## src/hdl/pcs_ram.sv

```systemverilog
// Generic single-port-write, single-port-read RAM with registered read data.
module pcs_ram #(
    parameter int WIDTH = 32,
    parameter int DEPTH = 64
) (
    input  logic                     clk,
    input  logic                     we,
    input  logic [$clog2(DEPTH)-1:0] waddr,
    input  logic [WIDTH-1:0]         wdata,
    input  logic [$clog2(DEPTH)-1:0] raddr,
    output logic [WIDTH-1:0]         rdata
);
    logic [WIDTH-1:0] mem [DEPTH];

    always_ff @(posedge clk)
    begin
        if (we)
        begin
            mem[waddr] <= wdata;
        end
        rdata <= mem[raddr];
    end
endmodule

```

## config.mk

```make
export PLATFORM = sky130hd
export DESIGN_NAME = pcs_ram
export DESIGN_NICKNAME = d
export VERILOG_FILES = /design/src/hdl/pcs_ram.sv
export SDC_FILE = /design/constraint.sdc
export NUM_CORES = 2
export LEC_CHECK = 0
export BUFFER_PORTS_ARGS = -buffer_cell sky130_fd_sc_hd__buf_4
export CAP_MARGIN = 20
export CORE_ASPECT_RATIO = 1.25
export CORE_UTILIZATION = 57
export CTS_CLUSTER_DIAMETER = 120
export DETAILED_ROUTE_END_ITERATION = 10
export MAX_ROUTING_LAYER = met4
export PLACE_DENSITY = 0.76
export SLEW_MARGIN = 20
export SYNTH_ARGS = -nofsm -noshare
export SYNTH_HDL_FRONTEND = slang
export SYNTH_SLANG_ARGS = --single-unit
```

## constraint.sdc

```tcl
create_clock -name clk -period 3.55 [get_ports clk]
set_input_delay 0.1775 -clock clk [delete_from_list [all_inputs] [get_ports clk]]
set_output_delay 0.1775 -clock clk [all_outputs]
set_load 0.05 [all_outputs]
```

Yosys cells after proc, flatten, opt, wreduce, memory -nomap -nowiden
Memories as Yosys holds them, arrays and structs flattened. A register that Yosys moved wholly into a read port is not among the register bits.
Index checks and enable logic that the tools add are counted.
{"block": "word_totals", "reg_bits": 0, "ramBits": 2048, "output_inout_bits": 32, "input_bits": 46, "word_cells": 3, "rom_bits": 0, "mem_count": 1, "latch_bits": 0}
{"block": "classes", "mux": 2, "bitwise_logic": 0, "n_eq_ne": 0, "addsub": 0, "shifts": 0, "n_mul": 0, "magnitude_cmp": 0, "div_mod_pow": 0, "n_reduce_logical": 0}
{"name": "mem", "words": 64, "width": 32, "read_ports": 1, "rd_ports_with_merged_regs": 1, "wr": 1, "line_no": "13", "rtl": "logic [WIDTH-1:0] mem [DEPTH];"}
{"cell": "1-bit 2-to-1 mux", "n": 2}

Longest topological paths before layout
{"block": "logic_depth", "ltp_word": 2, "depth_mapped": 10}

Worst setup path before layout
No wires, ideal clock.
{"block": "synth_path", "kind": "in2reg", "startpoint": "input port waddr[3]", "endpoint": "memory mem[48][0], enable pin", "setup_ns": 0.461, "t_arrival_ns": 2.876, "path_buffers": 1, "slack_ns": 0.213, "stages": 4, "cell_sequence": "clkbuf_1 > nor2b_1 > nand4b_1 > nor3_1"}
{"item": "from (decl)", "line_no": "8", "rtl": "input logic [$clog2(DEPTH)-1:0] waddr,"}
{"item": "to (decl)", "line_no": "13"}
No word-level cell before the write port.

==> impl_metrics.json <==
{
  "core_area_mm2": 0.136,
  "status": "completed",
  "path_cells": "buf_8 > buf_12 > buf_4 > buf_4 > mux4_2 > mux2i_1 > nor2_1 > a311oi_1 > nor3_1",
  "grt_overflow": 0,
  "dr.pass1.iters": 6,
  "post_cts_buffers": 0,
  "die_w_um": 334,
  "hold_end": "mem[51][18]",
  "grt_pass1_wl_um": 284000,
  "final.min_clock_period_ns": 2.58,
  "cts_max_level": 4,
  "vias_per_cell": 6.87,
  "grt_pass1_vias": 38600,
  "tightest_slew_ns": 1.20,
  "r2r_cells": 4,
  "reg2reg_setup_slack_ns": 1.07,
  "finalSetupViolCount": 0,
  "required_ns": 4.21,
  "cellLeakagePower_nw": 27.8,
  "io_buffers": 77,
  "cts_tree": "built",
  "drv_slew": 0,
  "io_pins": 78,
  "syn_to_final_growth_pct": 13.2,
  "path_class": "primary input to register",
  "yosys.area.top_type": "edfxtp_1",
  "synthTopCellsByArea": "edfxtp_1 (78%), mux4_2 (16%), mux2i_1 (1.2%), dfxtp_1 (0.82%), o22ai_1 (0.67%)",
  "cts-root-buf": "clkbuf_16",
  "clock_latency_ns": 0.84,
  "ant_nets": 0,
  "vias": 38100,
  "drive_gt1_frac": 0.300,
  "ys_seq_area_frac": 0.791,
  "synth_nets": 3370,
  "crit_top_cell": "buf_4",
  "synth.most_common_cell": "edfxtp_1",
  "max_freq_mhz": 388,
  "antenna_found_initial": 18,
  "critPathLaunch": "raddr[0]",
  "first_iter_violations": 5542,
  "yosys_warnings": 0,
  "dieArea_mm2": 0.139,
  "maxCapViolCount": 0,
  "holdPathStages": 3,
  "cp-end-kind": "register",
  "period_share": 0.727,
  "hpwl_um": 110000,
  "grt_max_degree": 84,
  "start_util": 0.577,
  "grt.total_usage": 0.306,
  "synth_edf_count": 2048,
  "final_nets": 3658,
  "postSynth.asyncResetShare": 0,
  "synth_cell_types": 34,
  "hold_path_class": "primary input to register",
  "slowest_delay_ns": 0.93,
  "numCtsBuffers": 183,
  "synthCells": 3324,
  "post-route-drc-count": 0,
  "synth_seq_cells": 2080,
  "clock_skew_ns": 0.0310,
  "relSlewSlack": 0.192,
  "clkSinkCount": 2080,
  "hold_buffers": 33,
  "cp_max_fo": 27,
  "r2r-start": "mem[31][11]",
  "die_y_um": 417,
  "cts_resized": 0,
  "placed_area_mm2": 0.0826,
  "reg2reg_to": "rdata[11]",
  "avgSynthCellArea_um2": 23.6,
  "syn_area_mm2": 0.0785,
  "pwr_density_cell_mw_per_mm2": 562,
  "synthFlopType": "edfxtp_1",
  "clk_path_buf_depth": 3,
  "clk_pin_slew_ns": 0.07,
  "fin_area_mm2": 0.0889,
  "final.setup.tns_ns": 0,
  "rows": 151,
  "rsz0062_at_grt": "no",
  "hold_viol": 0,
  "hold_slack_ns": 0.0568,
  "peakVddDrop_uv": 517,
  "synth_common_cells": "edfxtp_1 (2048), mux4_2 (544), nor2_1 (137)",
  "crit_arrival_ns": 3.24,
  "slowest_stage": "a311oi_1",
  "critPathLaunchType": "primary input",
  "min_from": "waddr[1]",
  "wl_per_cell_um": 36.4,
  "routed_wirelength_um": 202000,
  "gp_congestion": 0.936,
  "yosysTopAreaCellShare": 0.783
}
==> routing by layer <==
layer  share of wire  GRT usage  vias up
met4           0.051      0.141        0
met2            0.49      0.478     2664
li1                -          -    14900
met3            0.11     0.0676      447
met5               0          -        -
met1            0.34      0.387    20100
==> worst max-delay path: cells and delay by family <==
kind,cells,cell delay (ns)
buffers and inverters,4,1.18
AO/OA/AOI/OAI,1,0.93
multiplexers,2,0.68
AND/OR/NAND/NOR,2,0.22
==> report_power, final <==
group | leakage, nW | internal (mW) | switching [mW]
Clock | 2.91 | 11.0 | 8.72
Combinational | 6.19 | 1.01 | 1.85
Sequential | 18.7 | 27.2 | 0.173
==> metrics by stage <==
| stage | setup slack (ns) | power [mW] | cells | util |
|---|---|---|---|---|
| floorplan | 0.213 | 29.3 | 3324 | - |
| global placement | 0.279 | 30.6 | 5153 | 0.607 |
| detailed placement | 0.280 | 30.7 | 5153 | 0.607 |
| CTS | 1.12 | 50.1 | 5527 | 0.653 |
| global route | 0.999 | 51.1 | 5539 | 0.653 |
| finish | 0.970 | 50.0 | 5545 | 0.653 |
==> layout make-up <==
class	count	area [um^2]
Clock buffer	235	5020
Timing Repair Buffer	285	2580
Sequential cell	2080	62100
Clock inverter	106	918
Tap cell	1759	2200
Fill cell	8269	47100
Antenna cell	18	45.0
Multi-Input combinational cell	1062	16000
==> cell families (layout without fill, tap and decap cells) <==
logic type / after synthesis / count (layout) / share of synthesized area
flops: 2080 / 2080 / 0.791
mux: 637 / 637 / 0.168
simple gates: 223 / 223 / 0.0127
compound gates: 202 / 202 / 0.0167
buf+inv: 182 / 626 / 0.0113
other cells: 0 / 18 / 0
==> placed cells by master (no fill, tap or decap), types with 5 or more instances in the layout <==
master,netlist,routed
mux2i_1,93,93
nand2b_1,8,8
nand3b_1,5,5
a21oi_1,62,62
clkinv_1,0,42
a311oi_1,8,7
bufinv_16,0,14
buf_12,0,27
nor3_1,7,5
buf_4,25,222
dfxtp_1,32,32
clkbuf_8,0,10
nor2_4,0,62
clkbuf_1,74,35
dlygate4sd3_1,0,33
o221ai_1,27,27
a22oi_1,12,12
clkinvlp_4,0,6
clkinv_2,0,36
diode_2,0,18
edfxtp_1,2048,2048
o22ai_1,84,84
clkbuf_16,0,190
mux4_2,544,544
nand2_1,26,26
nand3_1,5,5
nor2_1,137,75
nor2b_1,15,15
==> how the worst max path moves through the flow <==
stage / slack [ns] / endpoint / cells past startpoint
4_1_cts: 1.12 / rdata[17] / 9
3_5_place_dp: 0.28 / rdata[17] / 9
2_1_floorplan: 0.21 / mem[48][0] / 4
6_report: 0.97 / rdata[4] / 9
5_1_grt: 1.0 / rdata[4] / 9
3_3_place_gp: 0.28 / rdata[17] / 9
==> sequential cells by signal, indices dropped and copies added (netlist names) <==
register  flops
mem        2048
rdata        32
No activity file was read; power rests on OpenSTA's default activity.
