**src/hdl/pcs_divider.sv**
```systemverilog
// Restoring signed divider, one quotient bit per cycle, truncating toward zero.
module pcs_divider #(
    parameter int W = 64
) (
    input  logic                clk,
    input  logic                rst_n,
    input  logic                go,
    input  logic signed [W-1:0] num,
    input  logic signed [W-1:0] den,
    output logic                done,
    output logic signed [W-1:0] quo
);
    localparam int CW = $clog2(W + 1);

    logic [W-1:0]  q_reg, q_next;
    logic [W:0]    r_reg, r_next;
    logic [W-1:0]  d_reg, d_next;
    logic          neg_reg, neg_next;
    logic [CW-1:0] cnt_reg, cnt_next;
    logic          run_reg, run_next;
    logic          done_reg, done_next;
    logic [W:0]    trial;
    logic [W:0]    shifted;

    always_comb
    begin
        q_next    = q_reg;
        r_next    = r_reg;
        d_next    = d_reg;
        neg_next  = neg_reg;
        cnt_next  = cnt_reg;
        run_next  = run_reg;
        done_next = 1'b0;
        shifted   = {r_reg[W-1:0], q_reg[W-1]};
        trial     = shifted - {1'b0, d_reg};
        if (go)
        begin
            q_next   = num[W-1] ? -num : num;
            d_next   = den[W-1] ? -den : den;
            neg_next = num[W-1] ^ den[W-1];
            r_next   = '0;
            cnt_next = CW'(W);
            run_next = 1'b1;
        end
        else if (run_reg)
        begin
            if (!trial[W])
            begin
                r_next = trial;
                q_next = {q_reg[W-2:0], 1'b1};
            end
            else
            begin
                r_next = shifted;
                q_next = {q_reg[W-2:0], 1'b0};
            end
            cnt_next = cnt_reg - 1'b1;
            if (cnt_reg == CW'(1))
            begin
                run_next  = 1'b0;
                done_next = 1'b1;
            end
        end
    end

    always_ff @(posedge clk or negedge rst_n)
    begin
        if (!rst_n)
        begin
            run_reg  <= 1'b0;
            done_reg <= 1'b0;
            cnt_reg  <= '0;
        end
        else
        begin
            run_reg  <= run_next;
            done_reg <= done_next;
            cnt_reg  <= cnt_next;
        end
    end

    always_ff @(posedge clk)
    begin
        q_reg   <= q_next;
        r_reg   <= r_next;
        d_reg   <= d_next;
        neg_reg <= neg_next;
    end

    assign done = done_reg;
    assign quo  = neg_reg ? -q_reg : q_reg;
endmodule
```
**config.mk**
```make
export PLATFORM = sky130hd
export DESIGN_NAME = pcs_divider
export DESIGN_NICKNAME = d
export VERILOG_FILES = /design/src/hdl/pcs_divider.sv
export SDC_FILE = /design/constraint.sdc
export NUM_CORES = 1
export LEC_CHECK = 0
export BUFFER_PORTS_ARGS = -buffer_cell sky130_fd_sc_hd__buf_2
export CORE_MARGIN = 4
export CORE_UTILIZATION = 55
export CTS_CLUSTER_SIZE = 8
export DETAILED_ROUTE_END_ITERATION = 8
export GPL_ROUTABILITY_DRIVEN = 0
export GPL_TIMING_DRIVEN = 0
export PLACE_DENSITY = 0.75
export SYNTH_ARGS = -nofsm -noshare
export SYNTH_HDL_FRONTEND = slang
export SYNTH_SLANG_ARGS = --single-unit
```
**constraint.sdc**
```tcl
create_clock -name clk -period 9.4 [get_ports clk]
set_clock_uncertainty 0.1 [all_clocks]
set_input_delay 1.41 -clock clk [delete_from_list [all_inputs] [get_ports clk]]
set_output_delay 1.41 -clock clk [all_outputs]
set_load 0.03 [all_outputs]
```
Word level (Yosys, flattened, before mapping)
Index checks and enable logic that the tools add are counted.
{"block": "word_totals", "input_bits": 131, "register_bits": 202, "wordCells": 31, "output_inout_bits": 65}
{"block": "classes", "bitwise": 1, "n_reduce_logical": 1, "addsub": 5, "muxes": 15, "eq_ne": 1}
{"operator": "$mux 64", "n": 5}
{"operator": "$neg 64->64", "n": 3}
{"operator": "$sub 65x64->65", "n": 1}
{"operator": "$mux 63", "n": 1}
{"operator": "$mux 7", "n": 2}
{"operator": "$eq 7x1->1 const B", "n": 1}
{"operator": "$mux 1", "n": 7}
{"operator": "$sub 7x1->7 const B", "n": 1}
{"operator": "$reduce_bool 2->1", "n": 1}
{"operator": "$xor 1x1->1", "n": 1}

Depth between registers and ports, before layout
Gate-level depths: netlist of the first run.
{"block": "depth", "word_depth": 4, "mapped_depth": 15, "ltp_nobuf": 13}

Worst setup path after synthesis of the first run
No wires, ideal clock.
{"block": "synth_timing", "kind": "register -> output", "start": "register q_reg[0]", "end": "output port quo[60]", "t_required_ns": 7.890, "n_path_buf": 1, "t_arrival_ns": 3.951, "slack_ns": 3.939, "path_stages_with_launch": 14, "path_cell_list": "edfxtp_1 -> inv_1 -> ha_1 -> nor4b_1 -> nand4_1 -> or2_1 -> or4_1 -> or4_1 -> or3_1 -> nand2b_1 -> buf_2 -> or3_1 -> o21ai_1 -> xnor2_1"}
{"block": "synth_between", "elab_chain_cells": 2}
{"item": "from (decl)", "line": "15", "rtl": "logic [W-1:0] q_reg, q_next;"}
{"item": "from (signal assigned)", "line": "84", "rtl": "q_reg <= q_next;"}
{"item": "$neg 64->64", "line": "91", "rtl": "assign quo = neg_reg ? -q_reg : q_reg;"}
{"item": "$mux 64", "line": "91"}
{"item": "to (decl)", "line": "11", "rtl": "output logic signed [W-1:0] quo"}
Every way passes these cells.

Final worst setup path of the first run
{"block": "layout_timing", "start": "register q_reg[1]", "end": "output port quo[60]"}
Same word-level chain as after synthesis.

==> impl_metrics.toml, run 1 <==
[worst_setup_path]
r2r_cells = 15
cp-end-kind = "output port"
cp_slowest_stage_delay_ns = 0.59
slowest_stage = "or4_1"
cp.required_ns = 7.89
critPathKind = "flip-flop to output port"
worstPathArrival_ns = 5.27
critPathTopFamily = "simple AND/OR/NAND/NOR gates"
ff2ff_setup_slack_ns = 4.01
rr_startpoint = "q_reg[63]"
r2r-end = "r_reg[5]"
path_cells = "inv_1 > ha_1 > nor4b_1 > nand4_1 > or2_1 > or4_1 > or4_1 > or3_1 > nand2b_1 > buf_2 > or3_1 > o21ai_1 > xnor2_1 > buf_2"
worst-path-max-fanout = 8
path_buf_inv = 3
startpoint_type = "flip-flop"

[timing]
hold_viol = 0
max_slew_margin_pct = 23.7
fmax_mhz = 147
min_period_ns = 6.78
finalCritPeriodShare_pct = 72.1
setup_tns_ns = 0
tightest_slew_ns = 1.13
setup_violations = 0
rsz0062_at_grt = "false"
slew_violations = 0

[global_route]
grt_max_degree = 67
grt_pass1_vias = 14400
grt_use_total_pct = 28.2
antenna_found_initial = 1
grt_overflow = 0
grt_pass1_wl_um = 73000

[clocking]
post_cts_buffers = 0
numCtsBuffers = 29
postCtsResizedCells = 0
cts.htree.levels = 1
clock_sinks = 202
clkTransAtPathRegs_ns = 0.05
clock_latency_ns = 0.54
clk_path_buf_depth = 3
root_buffer = "clkbuf_16"
ctsHoldBuffers = 0
cts_tree = "done"

[logic_synthesis]
ys_warn_count = 0
ys_ff_latch = 202
async_flop_share_pct = 4.46
yosysMostFrequentCell = "nor2_1"
synth-seq-area-share_pct = 34.0
synth_area_um2 = 15800
synthDistinctLibCells = 71
synth_cells = 1859
synth_nets = 2060
synthFlopType = "edfxtp_1"
yosysTopAreaCell = "edfxtp_1"
ys_top_cells_by_count = "177 x nor2_1, 163 x xnor2_1, 149 x nand2_1"
synth_edf_count = 129
synth_largest_type_area_fraction_pct = 24.5
syn_area_per_cell_um2 = 8.51
synth_area_leaders = "edfxtp_1 24%, xnor2_1 9.0%, dfxtp_1 8.1%"

[detailed_routing]
wl_met1_um = 19500
routed.top_layer = "met5"
wl_per_cell_um = 18.5
wl_um = 46000
via_count = 15100
wl_met3_um = 3570
drt_iter0_drc = 1275
dr.pass1.iters = 6
drc_errors = 0
wl_met2_um = 21200
ant_nets = 0
viasPerCell = 6.07

[place]
placed_cells = 2431
dpl.hpwl_um = 35100
port_buffers = 193

[pwr]
clock_power_share_pct = 31.3
sw_frac_of_total_pct = 35.4
internal-power_mw = 1.99
p_sw_mw = 1.10
pwr-share-comb_pct = 31.2
p_leak_nw = 7.07
pwr-share-seq_pct = 37.5
ir_worst_vdd_uv = 110
p_total_mw = 3.09
power_density_nw_per_um2 = 171

[layout]
fin_nets = 2285
fin_cells = 2485
layout-drive-gt1-share_pct = 12.0
area_delta_synth_final_pct = 14.5
fill_cells = 2469

[die]
core-area_um2 = 28100
pin_count = 196
fp-row-count = 61
start_util_pct = 56.3
dieHeight_um = 178
dieArea_um2 = 31500
die_x_um = 178

[worst_hold_path]
worstHoldPathCells = 2
hp-class = "flip-flop to flip-flop"
min_to = "r_reg[55]"
min_from = "r_reg[55]"

[run_status]
outcome = "completed"

[job]
cap_violations = 0
[power by group through the flow]
stage	clock [mW]	sequential [mW]	combinational, mW
finish	0.966	1.16	0.964
global route	1.02	1.17	1.05
CTS	0.977	1.16	0.953
detailed placement	0	1.17	0.949
global placement	0	1.17	0.928
floorplan	0	1.15	0.689
[cell usage in the layout, fill, tap and decap left out, types with 86 or more instances in the layout]
cell type / synthesis / layout
clkbuf_1: 81 / 104
edfxtp_1: 129 / 129
nor2_1: 177 / 177
buf_2: 4 / 196
inv_1: 101 / 100
o21ai_0: 120 / 120
xnor2_1: 163 / 163
nand2_1: 149 / 149
xor2_1: 86 / 86
a21oi_1: 144 / 144
[cell families (layout without fill, tap and decap cells)]
kind of cell,Yosys count,after routing,synth area share (%)
mux,57,57,3.62
fa+ha+maj,70,70,5.59
flops,202,202,34.0
simple gates,572,572,17.6
other cells,0,1,0
compound gates,510,510,20.6
buf+inv,199,446,4.78
xor+xnor,249,249,13.8
[how the worst max path moves through the flow]
stage	startpoint	end	cells past startpoint
after floorplan	q_reg[0]	quo[60]	13
after global placement	q_reg[0]	quo[60]	14
after detailed placement	q_reg[0]	quo[60]	14
after CTS	q_reg[1]	quo[60]	14
after global routing	q_reg[1]	quo[60]	14
final	q_reg[1]	quo[60]	14
[through the flow]
stage,hold WS (ns),area [um2],setup WS [ns],util [%]
detailed placement,0.377,17300,3.17,61.5
global route,0.426,18100,2.29,64.4
CTS,0.385,18100,2.59,64.4
finish,0.384,18100,2.62,64.4
floorplan,0.353,15800,3.94,-
global placement,0.375,17300,3.25,61.4
[area by class of cell]
cell class	count	area [um2]	share of cell area (%)
well taps	378	473	2.61
inverters	102	383	2.12
diodes	1	2.50	0.0138
flip-flops and latches	202	5380	29.7
repair buffers	194	988	5.46
multi-input cells	1458	9680	53.5
clock buffers	53	826	4.56
plain buffers	97	373	2.06
[layer usage]
layer,track usage (%),vias to the layer above
met4,10.4,2
met1,37.2,7066
met3,3.73,132
met2,47.3,656
li1,-,7229
met5,0,-
[worst min-delay path: stages, from the launching register on]
cell and delay (ns):
dfxtp_1 0.32, nand2_1 0.05, o21ai_0 0.06
(Power assumes the default switching activity.)
==> run 2: changes to the inputs <==
Settings changed: ABC_AREA set to 1, PLACE_DENSITY 0.75 to 0.74.
Clock period 9.4 ns to 7.1 ns, I/O delays scaled along.
==> run 2 against run 1 <==
  * Sequential share of layout area fell by 6.1 points
  * Setup slack worse by 0.21 ns
  * Worst hold slack lost 0.14 ns
  * Critical endpoint is now quo[58]
  * Highest routed layer unchanged
  * Utilization is 2.0 points lower
==> impl_metrics.toml, run 2 <==
[run_status]
outcome = "completed"

[logic_synthesis]
async_flop_share_pct = 4.46
synth_nets = 3606
yosysTopAreaCell = "nand2_1"
synth_largest_type_area_fraction_pct = 21.2
syn_area_per_cell_um2 = 5.97
synth_area_leaders = "nand2_1 21%, edfxtp_1 19%, inv_1 13%"
synthFlopType = "edfxtp_1"
synth_area_um2 = 20300
yosysMostFrequentCell = "nand2_1"
ys_warn_count = 0
synth_cells = 3405
ys_ff_latch = 202
synthDistinctLibCells = 48
ys_top_cells_by_count = "1150 x nand2_1, 697 x inv_1, 344 x nor2_1"
synth-seq-area-share_pct = 26.5
synth_edf_count = 129

[layout]
fill_cells = 3490
final_cell_mix = "1150 x nand2_1, 696 x inv_1, 344 x nor2_1"
layout_commonest_cell = "nand2_1"
layout-drive-gt1-share_pct = 8.81
fin_cells = 4124
area_delta_synth_final_pct = 12.2
fin_nets = 3832

[pwr]
ir_worst_vdd_uv = 171
power_density_nw_per_um2 = 173
p_leak_nw = 12.2

[worst_setup_path]
cp-end-kind = "output port"
cp.required_ns = 5.93
worst_path_most_repeated_cell = "nand2_1"
worst-path-stages = 15
worstPathArrival_ns = 3.53
startpoint_type = "flip-flop"
cp_slowest_stage_delay_ns = 0.42
slowest_stage = "edfxtp_1"
worst-path-max-fanout = 4
critPathTopFamily = "simple AND/OR/NAND/NOR gates"
path_buf_inv = 4
critPathKind = "flip-flop to output port"
r2r_cells = 20
path_cells = "inv_1 > ha_1 > inv_1 > nor3_2 > nand2_1 > nor2_1 > nand3_1 > inv_1 > nand3_1 > nand2_1 > nand2_1 > a21oi_1 > nand2_1 > xor2_1 > buf_2"

[place]
placed_cells = 4067
port_buffers = 193
dpl.hpwl_um = 59900

[clocking]
cts_tree = "done"
clock_latency_ns = 0.58
numCtsBuffers = 30
ctsHoldBuffers = 0
clk_path_buf_depth = 3
root_buffer = "clkbuf_16"
clkTransAtPathRegs_ns = 0.06
postCtsResizedCells = 0
clock_sinks = 202
post_cts_buffers = 0
cts.htree.levels = 1

[global_route]
grt_pass1_wl_um = 113000
antenna_found_initial = 3
grt_use_total_pct = 34.8
grt_pass1_vias = 21300
grt_max_degree = 69
grt_overflow = 0

[detailed_routing]
drt_iter0_drc = 2434
drc_errors = 0
dr.pass1.iters = 6
ant_nets = 0
wl_um = 72600
wl_per_cell_um = 17.6
via_count = 22500
viasPerCell = 5.45

[timing]
whs_ns = 0.242
rsz0062_at_grt = "false"
hold_viol = 0
slew_violations = 0
tightest_slew_ns = 0.973
finalCritPeriodShare_pct = 66.2
setup_tns_ns = 0
max_slew_margin_pct = 35.2
fmax_mhz = 213
min_period_ns = 4.70
setup_violations = 0

[die]
die_x_um = 200
core-area_um2 = 36500
fp-row-count = 70
start_util_pct = 55.6
dieArea_um2 = 40100
dieHeight_um = 200
pin_count = 196

[worst_hold_path]
hp-class = "primary input to async pin"

[job]
cap_violations = 0
==> run 2: cell count changes in the layout (fill, tap and decap cells not counted), moves of 45 or more <==
cell / change
nor2_1: +167
o31ai_1: -45
a21oi_1: -80
xnor2_1: -113
nand2_1: +1001
xor2_1: +63
mux2i_1: -56
inv_1: +596
a211oi_1: -50
nand3_1: +182
==> run 2: worst paths after layout <==
kind,start,slack (ns),endpoint
max in group asynchronous,rst_n,6.46,cnt_reg[1]
hold reg to reg,r_reg[18],0.37,r_reg[18]
hold / removal,rst_n,0.24,done
setup / recovery,q_reg[0],2.40,quo[58]
setup reg to reg,q_reg[63],3.59,r_reg[8]
min in group clk,r_reg[18],0.37,r_reg[18]
==> run 2: per-stage QoR <==
step	power [mW]	area, um2	utilization (%)	setup WS [ns]
global route	4.10	22800	62.4	2.25
finish	3.94	22800	62.4	2.40
floorplan	2.15	20300	-	3.68
detailed placement	2.54	21900	59.9	2.70
CTS	3.92	22800	62.4	2.53
global placement	2.52	21900	59.9	1.09
==> run 2: cells by family after synthesis <==
kind of cell	count (synthesis)	share of synthesized area, %
simple gates	1935	39.8
buf+inv	768	14.8
compound gates	231	6.03
flops	202	26.5
xor+xnor	199	8.58
fa+ha+maj	70	4.35
==> run 2: layout make-up <==
cell class / count / area, um2 / share of cell area [%]
Multi-Input combinational cell: 2435 / 11900 / 52.4
Antenna cell: 2 / 5.00 / 0.0220
Sequential cell: 202 / 5380 / 23.6
Inverter: 702 / 2640 / 11.6
Tap cell: 468 / 586 / 2.57
Clock inverter: 1 / 8.76 / 0.0384
Timing Repair Buffer: 194 / 988 / 4.34
Buffer: 66 / 364 / 1.60
Clock buffer: 54 / 893 / 3.92
==> run 2: routing by layer <==
layer  vias up  track usage [%]  routed length (um)
met3       266             5.44                7640
met2      1266             56.1               31900
met4         4             19.2                4800
met1     10000             44.9               28300
met5         -                0                  26
li1      10900                -                   -
==> run 2: report_power, final <==
part / leakage [nW] / total, mW / switching, mW / internal (mW)
combinational: 9.78 / 1.11 / 0.801 / 0.312
sequential: 1.96 / 1.45 / 0.0790 / 1.37
clock: 0.430 / 1.38 / 0.543 / 0.836
total: 12.2 / 3.94 / 1.42 / 2.52
==> run 3: changes to the inputs <==
Settings changed: PLACE_DENSITY 0.74 to 0.77.
Clock period 7.1 ns to 4.11 ns, I/O delays scaled along.
==> run 3 against run 2 <==
  * Final area decreased by 0.14%
  * Largest cell class unchanged
  * Sequential share of layout area about the same
  * Register-to-register slack got worse by 2.9 ns
  * Largest power group unchanged
  * Total power increased by 68%
  * Routed wire length decreased by 4.8%
  * Highest routed layer unchanged
  * Sequential power increased by 72%
==> impl_metrics.toml, run 3 (synthesized netlist as in run 2, its figures left out) <==
[pwr]
ir_worst_vdd_uv = 312
p_total_mw = 6.62
power_density_nw_per_um2 = 291
p_leak_nw = 12.1

[place]
pre_cts_ws_ns = 0.220
placed_cells = 4067
port_buffers = 193
dpl.hpwl_um = 57000

[die]
fp-row-count = 70
dieArea_um2 = 40100
start_util_pct = 55.6
die_x_um = 200
core-area_um2 = 36500
dieHeight_um = 200
pin_count = 196

[timing]
hold_viol = 0
slew_violations = 0
setup_tns_ns = 0
setup_violations = 0
finalCritPeriodShare_pct = 97.1
tightest_slew_ns = 0.904
fmax_mhz = 251
max_slew_margin_pct = 39.8
rsz0062_at_grt = "true"
fin_ws_ns = 0.119
min_period_ns = 3.99

[clocking]
clk_path_buf_depth = 3
root_buffer = "clkbuf_16"
clock_sinks = 202
numCtsBuffers = 29
post_cts_buffers = 0
clkTransAtPathRegs_ns = 0.06
cts.htree.levels = 1
cts_tree = "done"
clock_latency_ns = 0.56

[worst_setup_path]
worst-path-max-fanout = 4
cp-end-kind = "output port"
startpoint_type = "flip-flop"
worstPathArrival_ns = 3.27
critPathKind = "flip-flop to output port"
cp.required_ns = 3.39

[global_route]
grt_pass1_wl_um = 107000
grt_pass1_vias = 20600
grt_max_degree = 69
grt_use_total_pct = 33.1
antenna_found_initial = 10
grt_overflow = 0

[layout]
fin_cells = 4123
layout-drive-gt1-share_pct = 8.95
fin_nets = 3832
layout_commonest_cell = "nand2_1"
area_delta_synth_final_pct = 12.1
final_core_util_pct = 62.3
final_cell_mix = "1149 x nand2_1, 696 x inv_1, 341 x nor2_1"

[detailed_routing]
wl_per_cell_um = 16.8
drt_iter0_drc = 2062
viasPerCell = 5.31
dr.pass1.iters = 9
ant_nets = 0
drc_errors = 0
wl_um = 69100
via_count = 21900

[job]
cap_violations = 0

[run_status]
outcome = "completed"

[worst_hold_path]
hp-class = "primary input to flip-flop"
[run 3: worst paths after layout]
kind	from	endpoint	slack, ns	cells after the start
setup / recovery	q_reg[0]	quo[42]	0.12	14
max in group asynchronous	rst_n	cnt_reg[3]	3.34	2
hold reg to reg	r_reg[31]	r_reg[31]	0.37	2
hold / removal	den[0]	d_reg[0]	0.16	1
setup reg to reg	q_reg[63]	r_reg[14]	0.64	20
min in group asynchronous	rst_n	done	0.38	2
[run 3: routing by layer]
| layer | share of wire [%] | GRT usage [%] | vias up |
|---|---|---|---|
| met5 | 0.14 | 0 | - |
| met4 | 8.0 | 21.3 | 16 |
| met3 | 8.5 | 5.39 | 342 |
| met2 | 45 | 55.2 | 1073 |
| met1 | 39 | 39.9 | 9536 |
| li1 | - | - | 10900 |
[run 3: what timing repair did]
item / 4_1_cts / 5_1_grt
endpoints found under the hold margin: 9 / 0
setup endpoints to repair: 3 / 10
resized for setup: 1 / 10
pin swaps: 1 / 2
cloned: 0 / 0
hold buffers: 1 / 0
[run 3: power by group]
part	switching [mW]	leakage, nW	internal [mW]
Combinational	1.34	9.79	0.544
Sequential	0.134	1.96	2.37
Clock	0.925	0.393	1.31
[run 3: critical path, stage by stage, from the launching register on]
cell	delay, ns
edfxtp_1	0.42
inv_1	0.12
ha_1	0.15
inv_1	0.07
nor3_4	0.21
nand2_1	0.14
nor2_1	0.17
nand3_2	0.14
inv_1	0.08
nand3_1	0.16
nand2_2	0.17
nand2_1	0.12
a21oi_2	0.20
xor2_1	0.29
buf_2	0.26
[run 3: metrics by stage]
stage	cell area, um2	hold WS [ns]
after floorplan	20300	0.221
after global placement	21900	0.363
after global routing	22800	0.157
final	22800	0.161
after detailed placement	21900	0.366
after CTS	22700	0.140
[run 3: cell type report]
class	instances	area (um2)
inverter	702	2640
timing repair buffer	195	1000
clock buffer	49	801
antenna	3	7.51
sequential	202	5380
fill	3574	13800
multi-input combinational	2435	12000
clock inverter	3	18.8
tap	468	586
buffer	66	364
